`src/sv/vrbrm_pkg.sv`:
```
// Shared types and constants for the voice queue resampling mixer.
`timescale 1ns / 1ps
package vrbrm_pkg;

	// Operation codes carried by the operation field.
	localparam logic [1:0] OP_PUSH  = 2'd0;
	localparam logic [1:0] OP_MIX   = 2'd1;
	localparam logic [1:0] OP_FLUSH = 2'd2;

	// Resampling step register.
	localparam int          STEP_W     = 19;
	localparam logic [18:0] STEP_RESET = 19'd65536;

	// Input and output field widths.
	localparam int MIX_W      = 20;
	localparam int TOTAL_W    = 17;
	localparam int OVR_W      = 32;
	localparam int SAMPLE_W   = 16;
	localparam int IDX_W      = 4;

	// Controller states.
	typedef enum logic [4:0] {
		ST_IDLE   = 5'b00001,
		ST_MIX    = 5'b00010,
		ST_DRAIN1 = 5'b00100,
		ST_DRAIN2 = 5'b01000,
		ST_DONE   = 5'b10000
	} state_t;

	// Commands from the controller to the datapath.
	typedef struct packed {
		logic start;     // any input transfer
		logic push;      // push transfer
		logic flush;     // flush transfer
		logic issue;     // visit one speaker during a mix
		logic load_out;  // capture the result into the output register
	} cmd_t;

	// Status from the datapath to the controller.
	typedef struct packed {
		logic out_free;  // output register can take a new result
	} status_t;

endpackage

```
`src/sv/vrbrm_ctrl.sv`:
```
// Controller: sequences each operation and the speaker sweep of a mix.
`timescale 1ns / 1ps
module vrbrm_ctrl
	import vrbrm_pkg::*;
#(
	parameter int SPEAKERS = 16,
	parameter int SW       = 4
) (
	input  logic          clk,
	input  logic          arst_n,
	input  logic          in_valid,
	output logic          in_ready,
	input  logic [1:0]    operation,
	input  status_t       status,
	output cmd_t          cmd,
	output logic [SW-1:0] mix_idx
);

	state_t        state_q;
	logic [SW-1:0] idx_q;
	logic          xfer;

	// Command decode.
	always_comb begin
		in_ready     = (state_q == ST_IDLE);
		xfer         = in_valid && in_ready;
		cmd.start    = xfer;
		cmd.push     = xfer && (operation == OP_PUSH);
		cmd.flush    = xfer && (operation == OP_FLUSH);
		cmd.issue    = (state_q == ST_MIX);
		cmd.load_out = (state_q == ST_DONE) && status.out_free;
		mix_idx      = idx_q;
	end

	// State sequence and speaker counter.
	always_ff @(posedge clk or negedge arst_n) begin
		if (!arst_n) begin
			state_q <= ST_IDLE;
			idx_q   <= '0;
		end else begin
			unique case (state_q)
				ST_IDLE: begin
					idx_q <= '0;
					if (xfer) begin
						state_q <= (operation == OP_MIX) ? ST_MIX : ST_DONE;
					end
				end
				ST_MIX: begin
					if (idx_q == SW'(SPEAKERS - 1)) begin
						state_q <= ST_DRAIN1;
					end
					idx_q <= idx_q + SW'(1);
				end
				ST_DRAIN1: begin
					state_q <= ST_DRAIN2;
				end
				ST_DRAIN2: begin
					state_q <= ST_DONE;
				end
				ST_DONE: begin
					if (status.out_free) begin
						state_q <= ST_IDLE;
					end
				end
				default: begin
					state_q <= ST_IDLE;
				end
			endcase
		end
	end

endmodule

```
`config.mk`:
```
export PLATFORM = sky130hd
export DESIGN_NAME = vrbrm_ctrl
export DESIGN_NICKNAME = d
export VERILOG_FILES = /design/src/sv/vrbrm_pkg.sv /design/src/sv/vrbrm_ctrl.sv
export SDC_FILE = /design/constraint.sdc
export NUM_CORES = 1
export LEC_CHECK = 0
export ABC_CLOCK_PERIOD_IN_PS = 2500
export BUFFER_PORTS_ARGS = -buffer_cell sky130_fd_sc_hd__clkbuf_2
export CORE_MARGIN = 2
export CORE_UTILIZATION = 25
export CTS_BUF_LIST = sky130_fd_sc_hd__clkbuf_2
export CTS_CLUSTER_SIZE = 20
export DETAILED_ROUTE_END_ITERATION = 7
export SLEW_MARGIN = 20
export SYNTH_ARGS = -nofsm -noshare
export SYNTH_HDL_FRONTEND = slang
export SYNTH_SLANG_ARGS = --single-unit
```
`constraint.sdc`:
```
create_clock -name clk -period 2.5 [get_ports clk]
set_input_delay 0.25 -clock clk [delete_from_list [all_inputs] [get_ports clk]]
set_output_delay 0.25 -clock clk [all_outputs]
set_load 0.05 [all_outputs]
```
* Word level (Yosys, flattened, before mapping)
Index checks and enable logic that the tools add are counted.
Storage, ports and cells: input bits 6, bits in registers 9, logic and storage cells 27
Operators by class: equal/unequal tests 11, reductions and logical operators 7, $add $sub $neg 1, muxes and demuxes 6
Operator list (number):
- 5-bit one-hot mux with 5 select lines | 1
- 5-bit 2-to-1 mux | 4
- 4-bit one-hot mux with 2 select lines | 1
- 5-bit by 1-bit == test with 1-bit output (second input constant) | 1
- 5-bit by 2-bit == test with 1-bit output (second input constant) | 1
- 5-bit by 3-bit == test with 1-bit output (second input constant) | 1
- 5-bit by 4-bit == test with 1-bit output (second input constant) | 1
- 5-bit == test (second input constant) | 1
- 4-bit by 1-bit adder with 4-bit output (second input constant) | 1
- 4-bit == test (second input constant) | 1
- 1-bit logical AND | 4
- 2-bit by 1-bit != test with 1-bit output (second input constant) | 2
- 3-bit AND reduction | 1
- 2-bit by 1-bit == test with 1-bit output (second input constant) | 1
- 2-bit == test (second input constant) | 1
- 2-bit zero test | 1
- 2-bit != test (second input constant) | 1
- 2-bit nonzero test | 1

* Longest topological paths before layout
Gate-level depths: netlist (run 1).
depth after elaboration 4, gate-level depth with buffers 6, gate-level depth less buffers 5

* Least setup slack after synthesis (run 1)
OpenSTA, ideal clock, no wires.
path kind register to output, start point register state_q[3], end point output cmd[2] (netlist bit), buffers on the path 0, stages on the path, launching flop included 6, data arrival time 2.295 ns, data required time 2.250 ns, setup slack -0.045 ns, path through dfrtp_1 nor2_4 nand3_2 inv_2 nand2_1 nor3b_1
RTL lines:
- start: declaration | RTL line vrbrm_ctrl.sv:19 | state_t state_q;
- start signal: assignment | RTL line vrbrm_ctrl.sv:45 | state_q <= (operation == OP_MIX) ? ST_MIX : ST_DONE;
- end: declaration | RTL line vrbrm_ctrl.sv:15 | output cmd_t cmd,

==> summary.md, run 1 <==
| Metric | Value |
|---|---|
| Outcome | complete, no violations |
| Net Count, Synth | 61 |
| WP buf/inv | 2 |
| Crit-path leading delay family | simple AND/OR/NAND/NOR gates |
| Max frequency | 0.494 GHz |
| Placed Cells | 95 |
| Clk Latency, worst-skew pair | 240 ps |
| Synthesis warning total | 0 |
| Post-cts resize count | 0 |
| Kind of end point of the critical path | primary output |
| Global-route wire length before repair | 1.95 mm |
| Seq cells post-synth | 9 |
| Overall global routing resource usage | 0.103 |
| Pin count of the biggest net entering global routing | 10 |
| Core region area | approximately 2000 sq um |
| Mean Syn Cell Area | slightly below 10 sq um |
| IO Count | 16 |
| Layout area overhead | 25.7% |
| Worst hold endpoint | state_q[0]$_DFFE_PN1P_ |
| Via count | 469 |
| Hold Path Origin | in_valid |
| Post-Syn Instances | between 50 and 60 |
| Die area | 2510 sq um |
| Post-synthesis sequential area ratio | 0.427 |
| Non-Filler Instances | 100 |
| Global placer's final weighted congestion | 0.757 |
| Setup TNS | 0 ps |
| Largest area contributor in the netlist | dfrtp_1 |
| DP HPWL | 910 microns |
| DRC viols | 0 |
| Routed length per instance | 11.0 microns |
| Crit path required time | 2250 ps |
| Die X | 50.1 microns |
| Number of enable flip-flop cells after synthesis | 0 |
| Initial Utilization | 0.268 |
| Fin util | 0.336 |
| CP Max Fanout | 8 |
| Synth top area share | 0.377 |
| Initial antenna violation count | 0 |
| R2R depth | 5 |
| Overall power | about 0.00073 W |
| Most frequent cell after synthesis | dfrtp_1 |
| Fin crit share | 0.810 |
| DRT antenna net count | 0 |
| Final hold viol count | 0 |
| I/O Buffers | 15 |
| Row cnt | 16 |
| VDD IR-drop max | 342 uV |
| Drt pass-1 iters | 4 |
| CP arrival | around 1800 ps |
| Num CTS Buffers | 3 |
| Highest-delay cell along the critical path | dfrtp_1 |
| Clock sink count | 9 |
| Crit Reg-Reg Startpoint | state_q[3]$_DFFE_PN0P_ |
| Ys async rst share | 1.00 |
| Worst R2R Setup Slack | between 1000 and 1500 ps |
| CTS root buf | clkbuf_2 |
| Post-CTS Setup Inserts | 0 |
| Number of max-cap violations | 0 |
| Die Height | 50.1 microns |
| Critical path, cell by cell | nor2_4 > nand3_2 > inv_2 > nand2_1 > nor3_1 > clkbuf_2 |
| Clock-pin transition on the worst setup and hold timing paths | 90 ps |
| Number of global-route vias before repair | 462 |
| Detailed Route Iter0 Violations | 6 |
| Routed WL | roughly 1.1 mm |
| Final Slew Violations | 0 |
| Startpoint types | register |
| Final setup fails | 0 |
| Hold Crit Depth | 2 |
| Critical path type | reg -> out |
| Share of cells above drive strength 1 | 0.384 |
| Inserted Diodes | 0 |
| Layout net count | between 80 and 90 |
| # H-tree levels | 1 |
| P per Cell Area | 1090 nW/um^2 |
| RSZ-0062 raised after global routing | false |
| Clock tree buffer depth | 2 |
| Top post-synthesis cells by area | dfrtp_1 38%, dfstp_2 5.0%, mux2i_4 4.2% |
| Hold crit path type | in -> reg |
| Fin crit period | 2020 ps |
| Top_reg_cell synth | dfrtp_1 |
| Layout Skew | 2.85 ps |
| Total gr overflow | 0 |
| CTS tree | done |
| CP max stage delay | 460 ps |
| Max_slew headroom | 0.812 |
| Post-CTS Hold Fix Bufs | 1 |
| Synth cell count leaders | 8 x dfrtp_1, 5 x nand2_1, 4 x inv_1, 4 x nand3_1, 4 x nor2_1 |
| Least-Margin Pin Slew | 284 ps |
| Reg2Reg Capture Point | mix_idx[3]$_DFFE_PN0P_ |
| Synth cell types | 29 |
| Leak | 0.334 nW |
| Mapped cell area | around 530 sq um |
| Via density | 4.69 |
registers in the layout (all words and copies together), names as in the netlist:
register  count
mix_idx       4
state_q       5
metal layers:
layer / GRT usage / routed length, microns / vias up
li1: - / - / 233
met1: 0.126 / 492 / 221
met2: 0.156 / 527 / 10
met3: 0.0121 / 25 / 5
met4: 0.0972 / 52 / 0
met5: 0 / 0 / -
cells in the final DEF (no fill, tap or decap), types with 2 or more instances in the layout:
cell type,Yosys,routed
clkbuf_2,0,19
dfrtp_1,8,8
nand2_1,5,5
nor2_1,4,4
inv_1,4,4
nand3_1,4,4
o21ai_0,3,3
nand3_2,2,2
nor3_1,2,2
logic make-up (layout without fill, tap and decap cells):
| group | after synthesis | count (layout) | synth area share |
|---|---|---|---|
| AND/OR/NAND/NOR | 25 | 25 | 0.276 |
| buffers and inverters | 6 | 25 | 0.0495 |
| adder cells (fa/ha/maj) | 1 | 1 | 0.0236 |
| AO/OA/AOI/OAI | 9 | 9 | 0.118 |
| XOR/XNOR | 1 | 1 | 0.0165 |
| flip-flops | 9 | 9 | 0.427 |
| multiplexers | 3 | 3 | 0.0896 |
report_power, final:
group | leakage (nW) | total (W) | switching, W | internal (W)
Sequential | 0.120 | 0.000230 | 0.0000444 | 0.000186
Combinational | 0.197 | 0.000405 | 0.000287 | 0.000118
Clock | 0.0166 | 0.0000923 | 0.0000498 | 0.0000425
Total | 0.334 | 0.000727 | 0.000381 | 0.000347
metrics by stage:
stage	hold slack [ps]	area [sq um]	setup slack [ps]
5_1_grt	219	667	302
3_3_place_gp	122	637	812
3_5_place_dp	120	637	757
4_1_cts	217	667	465
6_report	217	667	476
2_1_floorplan	-45.6	536	44.7
worst reg2reg max path, cell delays in order, from the launching register on:
cell and delay (ps):
dfrtp_1 460, nor2_4 190, nand3_2 170, inv_1 170
mux2i_1 200, o21ai_1 70
how the worst max path moves through the flow:
stage                                start  endpoint  slack (ps)  cells after the start
global route        state_q[3]$_DFFE_PN0P_    cmd[3]         300                      6
detailed placement  state_q[3]$_DFFE_PN0P_    cmd[3]         760                      6
finish              state_q[3]$_DFFE_PN0P_    cmd[3]         480                      6
global placement    state_q[3]$_DFFE_PN0P_    cmd[2]         810                      6
floorplan           state_q[3]$_DFFE_PN0P_    cmd[3]          40                      5
CTS                 state_q[3]$_DFFE_PN0P_    cmd[3]         460                      6
area by class of cell:
class,count,area [sq um]
fill,216,1320
sequential,9,226
inverter,5,18.8
multi-input combinational,39,283
clock buffer,4,20.0
tap,27,33.8
timing repair buffer,16,85.1
Power figures use the tool's default switching activity.
==> run 2, diff against run 1 <==
ABC_CLOCK_PERIOD_IN_PS = 1900   (was 2500)
clock period = 1.9 ns   (was 2.5 ns; I/O delays follow)
==> run 2 against run 1 <==
Clock-buffer cell count decreased by 1. Sequential share of layout area fell by 1.6 points. Cell area up 5.6%. Sequential power grew 33%. Largest power group unchanged.
==> summary.md, run 2 (synthesis results as in run 1) <==
| Metric | Value |
|---|---|
| Outcome | complete, no violations |
| Number of max-cap violations | 0 (unchanged) |
| Least-Margin Pin Slew | 286 ps (+2.57 ps) |
| CTS root buf | clkbuf_2 |
| Overall global routing resource usage | 0.108 (+0.00423) |
| CP Launch Point | state_q[3]$_DFFE_PN0P_ |
| Global placer's final weighted congestion | 0.749 (-1.1%) |
| # H-tree levels | 1 (unchanged) |
| Top reg by flops | state_q |
| Crit path required time | 1710 ps (-540 ps) |
| IO Count | 16 (unchanged) |
| Final hold viol count | 0 (unchanged) |
| Global-route wire length before repair | 2.04 mm (+4.3%) |
| Number of flip-flops under the largest register name | 5 (unchanged) |
| Fin crit share | 0.917 |
| Num CTS Buffers | 3 (unchanged) |
| Initial Utilization | 0.268 (unchanged) |
| VDD IR-drop max | 691 uV (+100%) |
| Area post-placement | 662 sq um (+3.9%) |
| Max frequency | 0.574 GHz |
| Critical path type | reg -> out |
| Layout area overhead | 32.8% |
| Number of global-route vias before repair | 479 (+3.7%) |
| Number of fill cells | 202 (-6.5%) |
| Clock sink count | 9 (unchanged) |
| Max_slew headroom | 0.810 (-0.00171) |
| CTS tree | done |
| Fin crit period | between 1500 and 2000 ps |
| Row cnt | 16 (unchanged) |
| Clock tree buffer depth | 2 (unchanged) |
| Routed length per instance | 10.9 microns (-0.45%) |
| DRT antenna net count | 0 (unchanged) |
| Inserted Diodes | 0 (unchanged) |
| Clk Latency, worst-skew pair | 260 ps (+20 ps) |
| Core region area | 1980 sq um (unchanged) |
| Fin util | 0.355 (+0.0189) |
| Kind of end point of the critical path | primary output |
| DRC viols | 0 (unchanged) |
| RSZ-0062 raised after global routing | false |
| Leak | 0.347 nW (+3.9%) |
| Setup TNS | 0 ps (unchanged) |
| Setup ws final | 157 ps (-319 ps) |
| DP HPWL | 888 microns (-2.5%) |
| Share of cells above drive strength 1 | 0.432 (+0.0489) |
| I/O Buffers | 15 (unchanged) |
| CP Max Fanout | 5 (-3) |
| Die X | 50.1 microns (unchanged) |
| Crit Reg-Reg Startpoint | state_q[4]$_DFFE_PN0P_ |
| Die Height | 50.1 microns (unchanged) |
| Startpoint types | register |
| Clock-pin transition on the worst setup and hold timing paths | 100 ps (about the same) |
| Post-CTS Setup Inserts | 0 (unchanged) |
| Most common cell after layout, fill and taps aside | clkbuf_2 |
| Final Slew Violations | 0 (unchanged) |
| Seq. cell area | 228 sq um (+0.55%) |
| Die area | 2510 sq um (unchanged) |
| Commonest cells after routing, fill and taps aside | 16 x clkbuf_2, 7 x dfrtp_1 |
| P per Cell Area | 1430 nW/um^2 (+31%) |
| Drt pass-1 iters | 3 (-1) |
| Pin count of the biggest net entering global routing | 10 (unchanged) |
| Routed WL | 1.10 mm (+0.55%) |
| Multi-input logic area | 303 sq um (+7.1%) |
| Hold Path Origin | in_valid |
| WHS | 144 ps (-72.6 ps) |
| Initial antenna violation count | 0 (unchanged) |
| CP arrival | 1550 ps (-220 ps) |
| Total gr overflow | 0 (unchanged) |
| Via count | 478 (+1.9%) |
| Layout Skew | 6.25 ps (+3.39 ps) |
| Final instance area | 704 sq um (+5.6%) |
| Pre-CTS WS | 275 ps (-481 ps) |
| Detailed Route Iter0 Violations | 6 (unchanged) |
| Hold crit path type | in -> reg |
| Via density | 4.73 (+0.91%) |
| Final setup fails | 0 (unchanged) |
| Layout net count | 82 (+1.2%) |
run 2: cell types whose count changed in the layout (fill, tap and decap cells not counted):
cell      delta
nor3_1       -1
nand2_1      -1
nor3b_2      -1
dfrtp_1      -1
nand2_2      +1
nor3_4       +1
clkbuf_4     +1
buf_4        +1
nor3b_4      +1
dfrtp_2      +1
clkbuf_2     -3
clkinv_2     +1
buf_6        +1
run 2: power by group:
group | internal, W | switching, W | total (W)
registers | 0.000244 | 0.0000607 | 0.000305
logic | 0.000184 | 0.000392 | 0.000577
clock network | 0.0000476 | 0.0000748 | 0.000122
run 2: area by class of cell:
type | count | share of cell area
clock buffers | 3 | 0.0213
clock inverters | 1 | 0.00710
inverters | 5 | 0.0266
multi-input cells | 39 | 0.430
flip-flops and latches | 9 | 0.323
well taps | 27 | 0.0480
repair buffers | 17 | 0.144
run 2: repair_timing:
| action | in CTS | in global routing |
|---|---|---|
| resized for setup | 1 | 6 |
| hold buffers | 1 | 0 |
| pin swaps | 0 | 0 |
| hold endpoints to repair | 9 | 0 |
| endpoints found under the setup margin | 1 | 3 |
run 2: routing by layer:
metal  global-route usage  share of wire  wire length, microns
met1                0.123           0.45                   496
met4               0.0556          0.022                    24
met2                0.178           0.48                   527
met5                    0              0                     0
met3               0.0333          0.051                    56
run 2: path summary, 6_finish.rpt:
kind | cells after the start | endpoint | slack, ps
max in group asynchronous | 2 | state_q[0]$_DFFE_PN1P_ | 1330
max | 6 | cmd[2] | 160
min reg2reg | 1 | state_q[3]$_DFFE_PN0P_ | 520
min | 2 | state_q[0]$_DFFE_PN1P_ | 140
min in group asynchronous | 2 | mix_idx[1]$_DFFE_PN0P_ | 310
max reg2reg | 4 | mix_idx[2]$_DFFE_PN0P_ | 530
run 2: stage by stage:
step | std cells | power, W
after floorplan | 54 | 0.000747
after global placement | 96 | 0.000874
after detailed placement | 96 | 0.000880
after CTS | 101 | 0.00101
after global routing | 101 | 0.00108
final | 101 | 0.00100
run 2: worst max-delay path, cell delays in order, from the launching register on:
cell and delay [ps]:
dfrtp_2 460, nor2_4 180, nand3_2 110, inv_2 100
nand2_2 100, nor3b_4 180, buf_6 180
==> run 3, diff against run 2 <==
==> constraint.sdc (replaced) <==
create_clock -name clk -period 1.9 [get_ports clk]
set_input_delay 0.095 -clock clk [delete_from_list [all_inputs] [get_ports clk]]
set_output_delay 0.095 -clock clk [all_outputs]
set_load 0.05 [all_outputs]
==> run 3 against run 2 <==
Via count down 1.3%. Clock power about the same. Cell count down 0.99%. Total power down 1.7%. Sequential share of layout area up 0.58 points. Combinational power down 3.6%. First-iteration DRC count unchanged. Register-to-register slack worse by 30 ps. Non-clock buffer count down 1. Flip-flop and latch count unchanged.
==> summary.md, run 3 (synthesis results as in run 1) <==
| Metric | Value |
|---|---|
| Clock-pin transition on the worst setup and hold timing paths | 90 ps (about the same) |
| Detailed Route Iter0 Violations | 6 (unchanged) |
| CTS root buf | clkbuf_2 |
| Pre-CTS WS | 295 ps (+19.3 ps) |
| Inserted Diodes | 0 (unchanged) |
| Final hold viol count | 0 (unchanged) |
| Routed WL | 1.10 mm (-0.82%) |
| Layout Skew | 1.47 ps (-4.78 ps) |
| Pint | 0.000471 W (-1.2%) |
| Hold Crit Depth | 2 (unchanged) |
| Hold Path Origin | in_valid |
| DRT antenna net count | 0 (unchanged) |
| Fin crit share | 0.915 (-0.00272) |
| Critical path type | reg -> out |
| Post-CTS Setup Inserts | 0 (unchanged) |
| Crit Reg-Reg Startpoint | state_q[2]$_DFFE_PN0P_ |
| Clock sink count | 9 (unchanged) |
| Number of max-cap violations | 0 (unchanged) |
| Kind of end point of the critical path | primary output |
| Switch share | 0.523 (-0.00234) |
| Sw power | 0.000516 W (-2.1%) |
| Row cnt | 16 (unchanged) |
| Fin crit period | 1740 ps (-5.17 ps) |
| Highest-delay cell along the critical path | dfrtp_1 |
| Initial Utilization | 0.268 (unchanged) |
| Routed length per instance | 11.0 microns (+0.18%) |
| Total gr overflow | 0 (unchanged) |
| Worst hold endpoint | state_q[0]$_DFFE_PN1P_ |
| Most common cell after layout, fill and taps aside | clkbuf_2 |
| Flop pwr share | 0.313 (+0.009) |
| RSZ-0062 raised after global routing | false |
| Crit path required time | 1800 ps (+90 ps) |
| DP HPWL | 875 microns (-1.4%) |
| Overall power | 0.000987 W (-1.7%) |
| # H-tree levels | 1 (unchanged) |
| Outcome | complete, no violations |
| Global-route wire length before repair | 1.86 mm (-8.5%) |
| Commonest cells after routing, fill and taps aside | 17 x clkbuf_2, 8 x dfrtp_1, 5 x nand2_1 |
| R2R depth | 5 (+1) |
| Worst R2R Setup Slack | 500 ps (-30 ps) |
| WP buf/inv | 2 (unchanged) |
| CP arrival | 1640 ps (+90 ps) |
| Final instance area | 688 sq um (-2.3%) |
| Area post-placement | 642 sq um (-3.0%) |
| Initial antenna violation count | 0 (unchanged) |
| Die Height | 50.1 microns (unchanged) |
| Num CTS Buffers | 3 (unchanged) |
| CTS tree | done |
| Share of cells above drive strength 1 | 0.411 (-0.0215) |
| VDD IR-drop max | 587 uV (-15%) |
| Leak | 0.339 nW (-2.3%) |
| Via density | 4.72 (-0.27%) |
| Layout net count | 81 (-1.2%) |
| Fraction of power consumed by combinational cells | 0.564 (-0.010) |
| Drt pass-1 iters | 4 (+1) |
| Overall global routing resource usage | 0.100 (-0.00734) |
| Clk Latency, worst-skew pair | 250 ps (about the same) |
| Final setup fails | 0 (unchanged) |
| Max frequency | 0.575 GHz (+0.30%) |
| Hold crit path type | in -> reg |
| IO Count | 16 (unchanged) |
| Number of flip-flops under the largest register name | 5 (unchanged) |
| Pin count of the biggest net entering global routing | 10 (unchanged) |
| P per Cell Area | 1430 nW/um^2 (+0.64%) |
| Global placer's final weighted congestion | 0.839 (+12%) |
| Clock tree buffer depth | 2 (unchanged) |
| Fin util | 0.347 (-0.00821) |
| Number of global-route vias before repair | 441 (-7.9%) |
| CP Max Fanout | 8 (+3) |
| CP max stage delay | 450 ps (about the same) |
| Die X | 50.1 microns (unchanged) |
| Top reg by flops | state_q |
| Via count | 472 (-1.3%) |
| Least-Margin Pin Slew | 279 ps (-7.32 ps) |
| Die area | 2510 sq um (unchanged) |
| Critical path, cell by cell | nor2_4 > nand3_4 > inv_2 > nand2_1 > nor3_2 > buf_2 |
| Crit-path leading delay family | simple AND/OR/NAND/NOR gates |
| Max_slew headroom | 0.815 (+0.00486) |
| Layout area overhead | 29.7% |
| I/O Buffers | 15 (unchanged) |
| DRC viols | 0 (unchanged) |
| Setup ws final | 162 ps (+5.17 ps) |
| Clock group share of total power | 0.124 (+0.002) |
| Final Slew Violations | 0 (unchanged) |
| Startpoint types | register |
| Core region area | 1980 sq um (unchanged) |
| Reg2Reg Capture Point | mix_idx[3]$_DFFE_PN0P_ |
[run 3: power by group through the flow]
stage / registers, W / clock network, W / logic, W
CTS: 0.000303 / 0.000128 / 0.000538
global route: 0.000320 / 0.000143 / 0.000607
global placement: 0.000308 / 0 / 0.000536
detailed placement: 0.000306 / 0 / 0.000537
floorplan: 0.000332 / 0 / 0.000407
finish: 0.000309 / 0.000122 / 0.000556
[run 3: worst max-delay path by stage]
stage,startpoint,end,cells past startpoint
after detailed placement,state_q[3]$_DFFE_PN0P_,cmd[2],6
final,state_q[2]$_DFFE_PN0P_,cmd[3],6
after global routing,state_q[2]$_DFFE_PN0P_,cmd[2],6
after floorplan,state_q[3]$_DFFE_PN0P_,cmd[2],5
after global placement,state_q[3]$_DFFE_PN0P_,cmd[2],6
after CTS,state_q[3]$_DFFE_PN0P_,cmd[2],6
[run 3: through the flow]
stage	cells	TNS [ps]	hold slack (ps)
after floorplan	54	-25.7	-201
after global placement	95	0	-33.9
after detailed placement	95	0	-32.4
after CTS	100	0	40.8
after global routing	100	0	41.2
final	100	0	55.2
[run 3: layer usage]
metal	up-vias	wire, microns	GRT usage
met1	225	455	0.117
met3	5	20	0.0273
li1	235	-	-
met5	-	0	0
met2	7	581	0.151
met4	0	36	0.0833
[run 3: cell type report]
class,instances,area [sq um]
Clock buffer,4,20.0
Fill cell,207,1290
Inverter,5,18.8
Multi-Input combinational cell,39,298
Sequential cell,9,226
Tap cell,27,33.8
Timing Repair Buffer,16,91.3
[run 3: timing repair]
action,in CTS,in global routing
hold buffers,1,0
setup endpoints to repair,0,3
hold endpoints to repair,9,0
resized for setup,0,7
